## src/hdl/pearson_r_squared_engine_assert.svh

```systemverilog
// ----------------------------------------------------------------------------
// pearson_r_squared_engine_assert.svh
// Assertion macros shared by the engine modules.
// ----------------------------------------------------------------------------
`ifndef PEARSON_R_SQUARED_ENGINE_ASSERT_SVH
`define PEARSON_R_SQUARED_ENGINE_ASSERT_SVH

// same-cycle implication
`define PRSE_ASSERT_IMPLY(lbl, clk, rst_n, ante, cons) \
	lbl: assert property (@(posedge clk) disable iff (!rst_n) (ante) |-> (cons)) \
		else $error("assertion failed");

// next-cycle implication
`define PRSE_ASSERT_NEXT(lbl, clk, rst_n, ante, cons) \
	lbl: assert property (@(posedge clk) disable iff (!rst_n) (ante) |=> (cons)) \
		else $error("assertion failed");

`endif

```

## src/hdl/prse_pkg.sv

```systemverilog
// ----------------------------------------------------------------------------
// prse_pkg
// Shared types and constants for the squared-correlation engine.
// ----------------------------------------------------------------------------
package prse_pkg;

	localparam int SAMPLE_W   = 12;
	localparam int R_W        = 16;
	localparam int STATUS_W   = 2;
	localparam int DIV_STEPS  = 16;
	localparam int DIV_CNT_W  = 4;

	typedef enum logic [STATUS_W-1:0] {
		ST_VALID   = 2'd0,
		ST_FEW     = 2'd1,
		ST_ZEROVAR = 2'd2
	} status_t;

	typedef enum logic [2:0] {
		OP_N_SAA,
		OP_SA_SA,
		OP_N_SBB,
		OP_SB_SB,
		OP_N_SAB,
		OP_SA_SB,
		OP_C_C,
		OP_VA_VB
	} mul_op_t;

	typedef struct packed {
		logic    acc_en;
		logic    clr;
		logic    mul_start;
		mul_op_t mul_op;
		logic    mul_wb;
		logic    q_clr;
		logic    q_sat;
		logic    div_step;
		logic    out_load;
	} dp_cmd_t;

	typedef struct packed {
		logic mul_busy;
		logic few;
		logic var_bad;
		logic num_ge_den;
	} dp_sts_t;

endpackage

```

## src/hdl/pearson_r_squared_engine.sv

```systemverilog
// ----------------------------------------------------------------------------
// pearson_r_squared_engine
// Squared Pearson correlation of two streamed signed Q4.8 genotype vectors.
// ----------------------------------------------------------------------------
// Sample pairs are taken one per cycle and accumulated exactly (count, sums,
// sums of squares, cross sum); pairs past MAX_SAMPLES are dropped. After the
// pair flagged last_sample, sample_ready drops for the result phase: up to
// eight products on one shift-add multiplier that retires one multiplier
// bit per cycle (six products when there are fewer than two samples or a
// zero variance), then a compare and 16 restoring division steps (none
// on saturation). r_squared is unsigned Q0.16, truncated and
// saturated at 65535; status is 0 valid, 1 fewer than two samples, 2 zero
// variance (r_squared then 0). The result sits in an output register, so
// the next vector streams in while it waits for transfer.
// ----------------------------------------------------------------------------
module pearson_r_squared_engine import prse_pkg::*; #(
	parameter int MAX_SAMPLES = 4096
) (
	input  logic                       clk,
	input  logic                       arst_n,
	input  logic                       sample_valid,
	output logic                       sample_ready,
	input  logic signed [SAMPLE_W-1:0] sample_a,
	input  logic signed [SAMPLE_W-1:0] sample_b,
	input  logic                       last_sample,
	output logic                       result_valid,
	input  logic                       result_ready,
	output logic [R_W-1:0]             r_squared,
	output logic [STATUS_W-1:0]        status
);

	dp_cmd_t cmd;
	dp_sts_t sts;

	prse_ctrl u_ctrl (
		.clk          (clk),
		.arst_n       (arst_n),
		.sample_valid (sample_valid),
		.sample_ready (sample_ready),
		.last_sample  (last_sample),
		.result_valid (result_valid),
		.result_ready (result_ready),
		.status       (status),
		.sts          (sts),
		.cmd          (cmd)
	);

	prse_dp #(
		.MAX_SAMPLES(MAX_SAMPLES)
	) u_dp (
		.clk       (clk),
		.arst_n    (arst_n),
		.sample_a  (sample_a),
		.sample_b  (sample_b),
		.cmd       (cmd),
		.sts       (sts),
		.r_squared (r_squared)
	);

endmodule

```

## src/hdl/prse_mul.sv

```systemverilog
// ----------------------------------------------------------------------------
// prse_mul
// Sequential shift-add multiplier on operand magnitudes, one bit per cycle.
// ----------------------------------------------------------------------------
module prse_mul #(
	parameter int MW = 50
) (
	input  logic                 clk,
	input  logic                 arst_n,
	input  logic                 start,
	input  logic signed [MW-1:0] op_a,
	input  logic signed [MW-1:0] op_b,
	output logic                 busy,
	output logic [2*MW-1:0]      mag,
	output logic                 neg
);

	localparam int PW = 2 * MW;

	logic [MW-1:0] abs_a;
	logic [MW-1:0] abs_b;
	logic [PW-1:0] mcand_q;
	logic [MW-1:0] mplier_q;
	logic [PW-1:0] mag_q;
	logic          neg_q;

	assign abs_a = op_a[MW-1] ? (~$unsigned(op_a) + MW'(1)) : $unsigned(op_a);
	assign abs_b = op_b[MW-1] ? (~$unsigned(op_b) + MW'(1)) : $unsigned(op_b);

	always_ff @(posedge clk or negedge arst_n) begin
		if (!arst_n) begin
			mplier_q <= '0;
		end else if (start) begin
			mplier_q <= abs_b;
		end else if (|mplier_q) begin
			mplier_q <= mplier_q >> 1;
		end
	end

	always_ff @(posedge clk) begin
		if (start) begin
			mcand_q <= PW'(abs_a);
			mag_q   <= '0;
			neg_q   <= op_a[MW-1] ^ op_b[MW-1];
		end else if (|mplier_q) begin
			if (mplier_q[0]) begin
				mag_q <= mag_q + mcand_q;
			end
			mcand_q <= mcand_q << 1;
		end
	end

	assign busy = |mplier_q;
	assign mag  = mag_q;
	assign neg  = neg_q;

endmodule

```

## src/hdl/prse_dp.sv

```systemverilog
// ----------------------------------------------------------------------------
// prse_dp
// Datapath: moment accumulators, variance terms, multiplier and divider.
// ----------------------------------------------------------------------------
`include "pearson_r_squared_engine_assert.svh"

module prse_dp import prse_pkg::*; #(
	parameter int MAX_SAMPLES = 4096
) (
	input  logic                       clk,
	input  logic                       arst_n,
	input  logic signed [SAMPLE_W-1:0] sample_a,
	input  logic signed [SAMPLE_W-1:0] sample_b,
	input  dp_cmd_t                    cmd,
	output dp_sts_t                    sts,
	output logic [R_W-1:0]             r_squared
);

	localparam int CW  = $clog2(MAX_SAMPLES + 1);
	localparam int SW  = SAMPLE_W + CW;
	localparam int SQW = 2 * SAMPLE_W - 2 + CW;
	localparam int XW  = 2 * SAMPLE_W - 1 + CW;
	localparam int VW  = CW + XW + 1;
	localparam int PW  = 2 * VW;
	localparam int RW  = PW + 1;

	logic [CW-1:0]                count_q;
	logic signed [SW-1:0]         sum_a_q;
	logic signed [SW-1:0]         sum_b_q;
	logic [SQW-1:0]               sum_sq_a_q;
	logic [SQW-1:0]               sum_sq_b_q;
	logic signed [XW-1:0]         sum_cross_q;
	logic signed [2*SAMPLE_W-1:0] prod_aa;
	logic signed [2*SAMPLE_W-1:0] prod_bb;
	logic signed [2*SAMPLE_W-1:0] prod_ab;

	logic signed [VW-1:0] n_v;
	logic signed [VW-1:0] saa_v;
	logic signed [VW-1:0] sbb_v;
	logic signed [VW-1:0] sab_v;
	logic signed [VW-1:0] sa_v;
	logic signed [VW-1:0] sb_v;
	logic signed [VW-1:0] mop_a;
	logic signed [VW-1:0] mop_b;
	logic                 mul_busy;
	logic [PW-1:0]        mul_mag;
	logic                 mul_neg;
	logic signed [VW-1:0] prod_v;

	logic signed [VW-1:0] t_q;
	logic signed [VW-1:0] va_q;
	logic signed [VW-1:0] vb_q;
	logic signed [VW-1:0] cv_q;
	logic [RW-1:0]        rem_q;
	logic [PW-1:0]        den_q;
	logic [RW-1:0]        rem_sh;
	logic                 step_ge;
	logic [R_W-1:0]       q_q;
	logic [R_W-1:0]       r_squared_q;

	assign prod_aa = sample_a * sample_a;
	assign prod_bb = sample_b * sample_b;
	assign prod_ab = sample_a * sample_b;

	always_ff @(posedge clk or negedge arst_n) begin
		if (!arst_n) begin
			count_q     <= '0;
			sum_a_q     <= '0;
			sum_b_q     <= '0;
			sum_sq_a_q  <= '0;
			sum_sq_b_q  <= '0;
			sum_cross_q <= '0;
		end else if (cmd.clr) begin
			count_q     <= '0;
			sum_a_q     <= '0;
			sum_b_q     <= '0;
			sum_sq_a_q  <= '0;
			sum_sq_b_q  <= '0;
			sum_cross_q <= '0;
		end else if (cmd.acc_en && (count_q < CW'(MAX_SAMPLES))) begin
			count_q     <= count_q + CW'(1);
			sum_a_q     <= sum_a_q + SW'(sample_a);
			sum_b_q     <= sum_b_q + SW'(sample_b);
			sum_sq_a_q  <= sum_sq_a_q + SQW'($unsigned(prod_aa));
			sum_sq_b_q  <= sum_sq_b_q + SQW'($unsigned(prod_bb));
			sum_cross_q <= sum_cross_q + XW'(prod_ab);
		end
	end

	assign n_v   = $signed(VW'(count_q));
	assign saa_v = $signed(VW'(sum_sq_a_q));
	assign sbb_v = $signed(VW'(sum_sq_b_q));
	assign sab_v = VW'(sum_cross_q);
	assign sa_v  = VW'(sum_a_q);
	assign sb_v  = VW'(sum_b_q);

	always_comb begin
		case (cmd.mul_op)
			OP_N_SAA: begin mop_a = n_v;  mop_b = saa_v; end
			OP_SA_SA: begin mop_a = sa_v; mop_b = sa_v;  end
			OP_N_SBB: begin mop_a = n_v;  mop_b = sbb_v; end
			OP_SB_SB: begin mop_a = sb_v; mop_b = sb_v;  end
			OP_N_SAB: begin mop_a = n_v;  mop_b = sab_v; end
			OP_SA_SB: begin mop_a = sa_v; mop_b = sb_v;  end
			OP_C_C:   begin mop_a = cv_q; mop_b = cv_q;  end
			OP_VA_VB: begin mop_a = va_q; mop_b = vb_q;  end
			default:  begin mop_a = '0;   mop_b = '0;    end
		endcase
	end

	prse_mul #(
		.MW(VW)
	) u_mul (
		.clk    (clk),
		.arst_n (arst_n),
		.start  (cmd.mul_start),
		.op_a   (mop_a),
		.op_b   (mop_b),
		.busy   (mul_busy),
		.mag    (mul_mag),
		.neg    (mul_neg)
	);

	assign prod_v = $signed(mul_neg ? (~VW'(mul_mag) + VW'(1)) : VW'(mul_mag));

	assign rem_sh  = {rem_q[RW-2:0], 1'b0};
	assign step_ge = rem_sh >= RW'(den_q);

	always_ff @(posedge clk) begin
		if (cmd.mul_wb) begin
			case (cmd.mul_op) inside
				OP_N_SAA, OP_N_SBB, OP_N_SAB: t_q <= prod_v;
				OP_SA_SA: va_q  <= t_q - prod_v;
				OP_SB_SB: vb_q  <= t_q - prod_v;
				OP_SA_SB: cv_q  <= t_q - prod_v;
				OP_C_C:   rem_q <= RW'(mul_mag);
				OP_VA_VB: den_q <= mul_mag;
				default:  ;
			endcase
		end
		if (cmd.q_clr) begin
			q_q <= '0;
		end else if (cmd.q_sat) begin
			q_q <= '1;
		end else if (cmd.div_step) begin
			rem_q <= step_ge ? (rem_sh - RW'(den_q)) : rem_sh;
			q_q   <= {q_q[R_W-2:0], step_ge};
		end
		if (cmd.out_load) begin
			r_squared_q <= q_q;
		end
	end

	assign sts.mul_busy   = mul_busy;
	assign sts.few        = count_q < CW'(2);
	assign sts.var_bad    = va_q[VW-1] || (va_q == '0) || vb_q[VW-1] || (vb_q == '0);
	assign sts.num_ge_den = rem_q >= RW'(den_q);
	assign r_squared      = r_squared_q;

	`PRSE_ASSERT_IMPLY(a_count_max, clk, arst_n, 1'b1, count_q <= CW'(MAX_SAMPLES))
	`PRSE_ASSERT_IMPLY(a_start_free, clk, arst_n, cmd.mul_start, !mul_busy)
	`PRSE_ASSERT_NEXT(a_clear_count, clk, arst_n, cmd.clr, count_q == '0)

endmodule

```

## src/hdl/prse_ctrl.sv

```systemverilog
// ----------------------------------------------------------------------------
// prse_ctrl
// Controller: sequences accumulation, product terms, division and result.
// ----------------------------------------------------------------------------
`include "pearson_r_squared_engine_assert.svh"

module prse_ctrl import prse_pkg::*; (
	input  logic                clk,
	input  logic                arst_n,
	input  logic                sample_valid,
	output logic                sample_ready,
	input  logic                last_sample,
	output logic                result_valid,
	input  logic                result_ready,
	output logic [STATUS_W-1:0] status,
	input  dp_sts_t             sts,
	output dp_cmd_t             cmd
);

	typedef enum logic [2:0] {
		S_ACC,
		S_MUL,
		S_WAIT,
		S_CHECK,
		S_CMP,
		S_DIV,
		S_DONE
	} state_t;

	state_t                state_q;
	mul_op_t               op_q;
	logic [DIV_CNT_W-1:0]  div_cnt_q;
	status_t               stat_q;
	logic [STATUS_W-1:0]   status_q;
	logic                  result_valid_q;
	logic                  accept;

	assign accept = sample_valid && (state_q == S_ACC);

	always_comb begin
		cmd        = '0;
		cmd.mul_op = op_q;
		unique case (state_q)
			S_ACC:   cmd.acc_en    = accept;
			S_MUL:   cmd.mul_start = 1'b1;
			S_WAIT:  cmd.mul_wb    = !sts.mul_busy;
			S_CHECK: cmd.q_clr     = 1'b1;
			S_CMP:   cmd.q_sat     = sts.num_ge_den;
			S_DIV:   cmd.div_step  = 1'b1;
			S_DONE: begin
				cmd.out_load = !result_valid_q || result_ready;
				cmd.clr      = !result_valid_q || result_ready;
			end
			default: ;
		endcase
	end

	always_ff @(posedge clk or negedge arst_n) begin
		if (!arst_n) begin
			state_q        <= S_ACC;
			op_q           <= OP_N_SAA;
			div_cnt_q      <= '0;
			stat_q         <= ST_VALID;
			status_q       <= '0;
			result_valid_q <= 1'b0;
		end else begin
			if (result_valid_q && result_ready && !cmd.out_load) begin
				result_valid_q <= 1'b0;
			end
			unique case (state_q)
				S_ACC: begin
					if (accept && last_sample) begin
						op_q    <= OP_N_SAA;
						state_q <= S_MUL;
					end
				end
				S_MUL: state_q <= S_WAIT;
				S_WAIT: begin
					if (!sts.mul_busy) begin
						if (op_q == OP_SA_SB) begin
							state_q <= S_CHECK;
						end else if (op_q == OP_VA_VB) begin
							state_q <= S_CMP;
						end else begin
							op_q    <= mul_op_t'(op_q + 3'd1);
							state_q <= S_MUL;
						end
					end
				end
				S_CHECK: begin
					if (sts.few) begin
						stat_q  <= ST_FEW;
						state_q <= S_DONE;
					end else if (sts.var_bad) begin
						stat_q  <= ST_ZEROVAR;
						state_q <= S_DONE;
					end else begin
						stat_q  <= ST_VALID;
						op_q    <= OP_C_C;
						state_q <= S_MUL;
					end
				end
				S_CMP: begin
					if (sts.num_ge_den) begin
						state_q <= S_DONE;
					end else begin
						div_cnt_q <= '0;
						state_q   <= S_DIV;
					end
				end
				S_DIV: begin
					div_cnt_q <= div_cnt_q + DIV_CNT_W'(1);
					if (div_cnt_q == DIV_CNT_W'(DIV_STEPS - 1)) begin
						state_q <= S_DONE;
					end
				end
				S_DONE: begin
					if (cmd.out_load) begin
						result_valid_q <= 1'b1;
						status_q       <= stat_q;
						state_q        <= S_ACC;
					end
				end
				default: state_q <= S_ACC;
			endcase
		end
	end

	assign sample_ready = (state_q == S_ACC);
	assign result_valid = result_valid_q;
	assign status       = status_q;

	`PRSE_ASSERT_NEXT(a_start_wait, clk, arst_n, cmd.mul_start, state_q == S_WAIT)
	`PRSE_ASSERT_NEXT(a_div_len, clk, arst_n, state_q == S_DIV && div_cnt_q == DIV_CNT_W'(DIV_STEPS - 1), state_q == S_DONE)
	`PRSE_ASSERT_NEXT(a_load_valid, clk, arst_n, cmd.out_load, result_valid_q && state_q == S_ACC)

endmodule
```

## config.mk

```make
export PLATFORM = sky130hd
export DESIGN_NAME = pearson_r_squared_engine
export DESIGN_NICKNAME = d
export VERILOG_FILES = /design/src/hdl/prse_pkg.sv /design/src/hdl/pearson_r_squared_engine.sv /design/src/hdl/prse_mul.sv /design/src/hdl/prse_dp.sv /design/src/hdl/prse_ctrl.sv
export VERILOG_INCLUDE_DIRS = /design/src /design/src/hdl
export SDC_FILE = /design/constraint.sdc
export NUM_CORES = 2
export LEC_CHECK = 0
export ABC_CLOCK_PERIOD_IN_PS = 16000
export BUFFER_PORTS_ARGS = -buffer_cell sky130_fd_sc_hd__buf_2
export CORE_MARGIN = 3
export CORE_UTILIZATION = 31
export DETAILED_ROUTE_END_ITERATION = 8
export PLACE_DENSITY = 0.5
export RECOVER_POWER = 25
export SLEW_MARGIN = 20
export SYNTH_ARGS = -nofsm -noshare
export SYNTH_HDL_FRONTEND = slang
export SYNTH_SLANG_ARGS = --single-unit
```

## constraint.sdc

```tcl
create_clock -name clk -period 16 [get_ports clk]
set_input_delay 3.2 -clock clk [delete_from_list [all_inputs] [get_ports clk]]
set_output_delay 3.2 -clock clk [all_outputs]
set_load 0.03 [all_outputs]
```

# Yosys cells after proc, flatten, opt, wreduce, memory -nomap -nowiden
# Cells that the tools add are included.
[word_totals] reg_bits=868 inputBits=29
[classes] add_sub_neg=14 multipliers=3 order_cmp=4 n_eq_ne=23 muxes=64 bitwise_logic=9 n_reduce_logical=35
[op_table] operator="101-bit two-way mux" count=10
[op_table] operator="50-bit two-way mux" count=7
[op_table] operator="50-bit one-hot mux with 7 select lines" count=1
[op_table] operator="50-bit one-hot mux with 5 select lines" count=1
[op_table] operator="101-bit by 100-bit >= comparator with 1-bit output" count=2
[op_table] operator="50-bit by 1-bit adder with 50-bit output, second input constant" count=3
[op_table] operator="50-bit NOT" count=3
[op_table] operator="35-bit two-way mux" count=4
[op_table] operator="101-bit by 100-bit subtractor with 101-bit output" count=1
[op_table] operator="100-bit adder" count=1
[op_table] operator="50-bit logical NOT" count=2
[op_table] operator="25-bit two-way mux" count=4
[op_table] operator="12-bit by 12-bit multiplier with 24-bit output" count=3
[op_table] operator="36-bit two-way mux" count=2
[op_table] operator="35-bit by 24-bit adder with 35-bit output" count=2
[op_table] operator="25-bit by 12-bit adder with 25-bit output" count=2
[op_table] operator="50-bit OR reduction" count=1
[op_table] operator="50-bit subtractor" count=1
[op_table] operator="3-bit two-way mux" count=14
[op_table] operator="36-bit by 24-bit adder with 36-bit output" count=1
[op_table] operator="16-bit two-way mux" count=2
[op_table] operator="13-bit two-way mux" count=2
[op_table] operator="3-bit == test, second input constant" count=7
[op_table] operator="3-bit one-hot mux with 7 select lines" count=1
[op_table] operator="other kinds (30)" count=75

# Depth between registers and ports, before layout
[depth] ltp_word=10 depth_mapped=35 mapped_depth_nobuf=33

# Cells and area by module
# Synthesis repeated with hierarchy kept, for this count alone.
[unflattened] hier_cells=9051 hier_area_um2=77743.3
[modules_own_cells] mod="prse_dp" instances=1 cells_each=6841 area_each_um2=59658.5 seq_area_each_um2=16060.4
[modules_own_cells] mod="prse_mul" instances=1 cells_each=2103 area_each_um2=17133.9 seq_area_each_um2=5785.5
[modules_own_cells] mod="prse_ctrl" instances=1 cells_each=107 area_each_um2=950.9 seq_area_each_um2=375.4

# Least setup slack after synthesis
# OpenSTA, ideal clock, no wires.
[synth_path] path_kind="reg-to-reg" startpoint="register u_ctrl.op_q[1]" endpoint="register u_dp.den_q[0], enable pin" setup_ps=804 arrival_time_ps=12346 setup_slack_ps=2850 path_stages_with_launch=12 path_cell_list="dfrtp_1 > ha_1 > ha_1 > clkbuf_1 > clkbuf_1 > clkbuf_1 > buf_1 > clkbuf_1 > clkbuf_1 > buf_1 > nand2_1 > nor4_1"
[synth_via] elab_chain_cells=4 word_cells_on_any_way=15 classes_between="7 x eq/ne; 5 x bitwise; 3 x reduce/logical"
[synth_rtl] item="from (decl)" line="prse_ctrl.sv:31" rtl="mul_op_t op_q;"
[synth_rtl] item="from (signal assigned)" line="prse_ctrl.sv:85" rtl="op_q <= mul_op_t'(op_q + 3'd1);"
[synth_rtl] item="3-bit == test (no line) (tied with other cells)"
[synth_rtl] item="3-bit OR reduction (no line)"
[synth_rtl] item="1-bit NOT (no line)"
[synth_rtl] item="7-bit AND reduction (no line) (*)"
[synth_rtl] item="to (signal assigned)" line="prse_dp.sv:137" rtl="OP_VA_VB: den_q <= mul_mag;"
[synth_rtl] item="to (decl)" line="prse_dp.sv:55" rtl="logic [PW-1:0] den_q;"
# Every way passes the cells marked *; elsewhere a longest branch is shown, timed or not.
# A chain may end at the register's enable or synchronous reset.

# Worst setup path in the final report
[layout_path] startpoint="input port sample_a[6]" endpoint="register u_dp.sum_sq_a_q[30]"
[layout_via] elab_chain_cells=4
[layout_rtl] item="from (decl)" line="pearson_r_squared_engine.sv:23" rtl="input logic signed [SAMPLE_W-1:0] sample_a,"
[layout_rtl] item="12-bit by 12-bit multiplier with 24-bit output" line="prse_dp.sv:61" rtl="assign prod_aa = sample_a * sample_a;"
[layout_rtl] item="35-bit by 24-bit adder with 35-bit output" line="prse_dp.sv:84" rtl="sum_sq_a_q <= sum_sq_a_q + SQW'($unsigned(prod_aa));"
[layout_rtl] item="35-bit two-way mux" line="prse_dp.sv:80" rtl="end else if (cmd.acc_en && (count_q < CW'(MAX_SAMPLES))) begin"
[layout_rtl] item="35-bit two-way mux" line="prse_dp.sv:73" rtl="end else if (cmd.clr) begin"
[layout_rtl] item="to (signal assigned)" line="prse_dp.sv:84"
[layout_rtl] item="to (decl)" line="prse_dp.sv:30" rtl="logic [SQW-1:0] sum_sq_a_q;"
# Every way passes these cells. The select of a mux whose other input is x is not followed.

==> flow_metrics.env <==
export IMPL_outcome="finished with violations"
export IMPL_violations="max-capacitance violations, max-slew violations"
export IMPL_synth_main_ff_cell="edfxtp_1"
export IMPL_yosys_warnings=0
export IMPL_utilization_pct=34.1
export IMPL_cp_arrival_ns=11.66
export IMPL_synth_top_area_share_pct=14.2
export IMPL_boundaryPins=49
export IMPL_maxSlewHeadroom_pct=-356
export IMPL_cts_root_buf="clkbuf_16"
export IMPL_drtAntennaViolNets=0
export IMPL_port_buffers=48
export IMPL_drt_iter0_markers=5118
export IMPL_synth_edff_count=367
export IMPL_finalSetupTns_ns=0
export IMPL_drv_slew=675
export IMPL_drcViolationCount=0
export IMPL_cts_buffer_depth=3
export IMPL_ys_top_cells_by_area="edfxtp_1, fa_1, ha_1, dfrtp_1, dfxtp_1"
export IMPL_chipHeight_um=506
export IMPL_cts_setup_buffers=0
export IMPL_wl_per_cell_um=21.6
export IMPL_path_delay_family="compound AO/OA/AOI/OAI gates"
export IMPL_dp_cells=11788
export IMPL_required_ns=16.61
export IMPL_antenna_found_initial=6
export IMPL_fin_nets=9736
export IMPL_worstRegToRegCells=15
export IMPL_grt_pass1_vias=65023
export IMPL_worstSetupStartpoint="sample_a[6]"
export IMPL_crit_path_end_kind="register"
export IMPL_min_path_cells=0
export IMPL_syn_num_nets=9943
export IMPL_hpwl_mm=200
export IMPL_start_util_pct=31.3
export IMPL_core_area_sq_um=247000
export IMPL_multi_input_area_sq_um=50500
export IMPL_final_fill_count=25478
export IMPL_async_flop_share_pct=27.0
export IMPL_finalSetupViolCount=0
export IMPL_synth_common_cells="nand2_1, inv_1, ha_1"
export IMPL_path_max_fanout=18
export IMPL_clk_pin_slew_ns=0.06
export IMPL_fin_skew_ns=0.0462
export IMPL_crit_reg2reg_launch="u_ctrl.op_q[1]"
export IMPL_syn_instance_count=8788
export IMPL_synth_top_area_cell="edfxtp_1"
export IMPL_final_layout_size_suffix_gt1_share_pct=4.16
export IMPL_netlist_area_sq_um=77400
export IMPL_period_minus_slack_ns=11.05
export IMPL_worst_pin_slew_ns=6.84
export IMPL_fmax_ghz=0.0905
export IMPL_hold_start="u_dp.q_q[15]"
export IMPL_avgViaCountPerCell=5.40
export IMPL_synth_ff_latch_count=868
export IMPL_cts_max_level=3
export IMPL_start_kind="input pin"
export IMPL_fp_row_count=182
export IMPL_seqCellArea_sq_um=22200
export IMPL_yosysMostFrequentCell="nand2_1"
export IMPL_cp_num_buf_inv=4
export IMPL_grt_pass1_wl_mm=401
export IMPL_cts_hold_buf=0
export IMPL_rsz0062_at_grt="false"
export IMPL_wl_mm=259
export IMPL_drv_cap=11
export IMPL_grt_max_degree=188
export IMPL_numCtsBuffers=103
export IMPL_cts_sinks=868
export IMPL_grt_total_usage_pct=19.9
export IMPL_critPathMostFrequentCell="fa_1"
export IMPL_max_stage_delay_ns=0.68
export IMPL_hold_class="register to register"
export IMPL_areaGrowthSynthToFinish_pct=8.87
export IMPL_fin_cells=11982
export IMPL_critPathKind="input pin to register"
export IMPL_cts_tree="yes"
export IMPL_ys_types=90
export IMPL_critical_path_slowest_cell="a211oi_1"
export IMPL_yosysSeqAreaShare_pct=28.7
export IMPL_cts_resized=0
export IMPL_clk_latency_ns=0.76
export IMPL_die_width_um=506
export IMPL_overflow=0
export IMPL_vias=64659
export IMPL_cp_depth=27
export IMPL_post_route_period_util_pct=69.1
export IMPL_die_area_sq_um=256000
export IMPL_gp_congestion=0.924
export IMPL_avgSynthCellArea_sq_um=8.81
export IMPL_firstDrtPassIters=7
export IMPL_hold_viol=0
==> layout make-up <==
| cell class | count | share of cell area, % |
|---|---|---|
| Clock buffer | 135 | 3.32 |
| Inverter | 859 | 3.83 |
| Clock inverter | 57 | 0.751 |
| Multi-Input combinational cell | 6633 | 59.9 |
| Timing Repair Buffer | 116 | 0.864 |
| Sequential cell | 868 | 26.4 |
| Tap cell | 3312 | 4.92 |
| Antenna cell | 2 | 0.00594 |
==> cell usage in the layout (no fill, tap or decap), types with 61 or more instances in the layout <==
cell type,instances
nand2_1,886
inv_1,851
ha_1,667
o21ai_0,600
nor2_1,579
a21oi_1,579
fa_1,455
edfxtp_1,367
xnor2_1,332
dfxtp_1,267
a21o_1,248
dfrtp_1,232
nand3_1,231
xor2_1,205
mux2i_1,191
nand4_1,128
a31oi_1,128
clkbuf_16,105
nor3_1,102
and2_1,101
o21bai_1,92
o211ai_1,90
a211oi_1,84
nor4_1,71
nand2b_1,68
and3_1,63
o31ai_1,61
==> flip-flops by register name, indices dropped and copies added (netlist names), 25 cells and up <==
register,cells
u_dp.rem_q,101
u_dp.den_q,100
u_dp.u_mul.mag,100
u_dp.u_mul.mcand_q,100
u_dp.cv_q,50
u_dp.t_q,50
u_dp.u_mul.mplier_q,50
u_dp.va_q,50
u_dp.vb_q,50
u_dp.sum_cross_q,36
u_dp.sum_sq_a_q,35
u_dp.sum_sq_b_q,35
u_dp.sum_a_q,25
u_dp.sum_b_q,25
==> path summary, 6_finish.rpt <==
| kind | endpoint | slack [ns] |
|---|---|---|
| max | u_dp.sum_sq_a_q[30] | 4.95 |
| min | u_dp.r_squared[15] | 0.43 |
| min in group asynchronous | u_dp.sum_cross_q[29] | 4.23 |
| max in group asynchronous | u_ctrl.op_q[2] | 8.13 |
| max reg2reg | u_dp.u_mul.mplier_q[43] | 7.41 |
| min reg2reg | u_dp.r_squared[15] | 0.43 |
==> worst reg2reg max path, stage by stage, from the launching register on <==
cell and delay (ns):
dfrtp_1 0.50, ha_1 0.20, clkbuf_1 1.98, or3_1 0.87
a21o_2 0.25, buf_4 0.50, a31oi_1 0.51, nor4_1 0.70
nand4_1 0.28, or2_2 0.41, or4_1 0.65, nor3b_1 0.44
nor2b_1 0.39, a31oi_1 0.17, mux2i_1 0.24, o21ai_0 0.11
==> stage by stage <==
| step | setup WS (ns) | hold WS [ns] | area (sq um) |
|---|---|---|---|
| 2_1_floorplan | 2.85 | 0.409 | 77400 |
| 3_5_place_dp | 4.31 | 0.419 | 80900 |
| 6_report | 4.95 | 0.431 | 84300 |
| 3_3_place_gp | 4.32 | 0.417 | 80900 |
| 5_1_grt | 4.46 | 0.440 | 84300 |
| 4_1_cts | 5.07 | 0.436 | 84400 |
==> routing by layer <==
layer	vias up	part of all wire [%]	global-route usage [%]
li1	30548	-	-
met1	32010	46	27.3
met2	1739	46	32.6
met3	358	4.9	2.40
met4	4	3.2	6.05
met5	-	0.0085	0
==> cells by family after synthesis <==
logic type                 synth area share, %
buffers and inverters                     6.26
xor gates and xnor gates                  6.07
muxes                                     2.56
and+or+nand+nor                           14.8
DFF                                       28.7
adders and majority gates                 22.6
AOI/OAI and AO/OA                         19.0
Power is left out: the tool's default activity adds up to more than one toggle a clock period on the data nets, which glitch-free logic cannot reach.
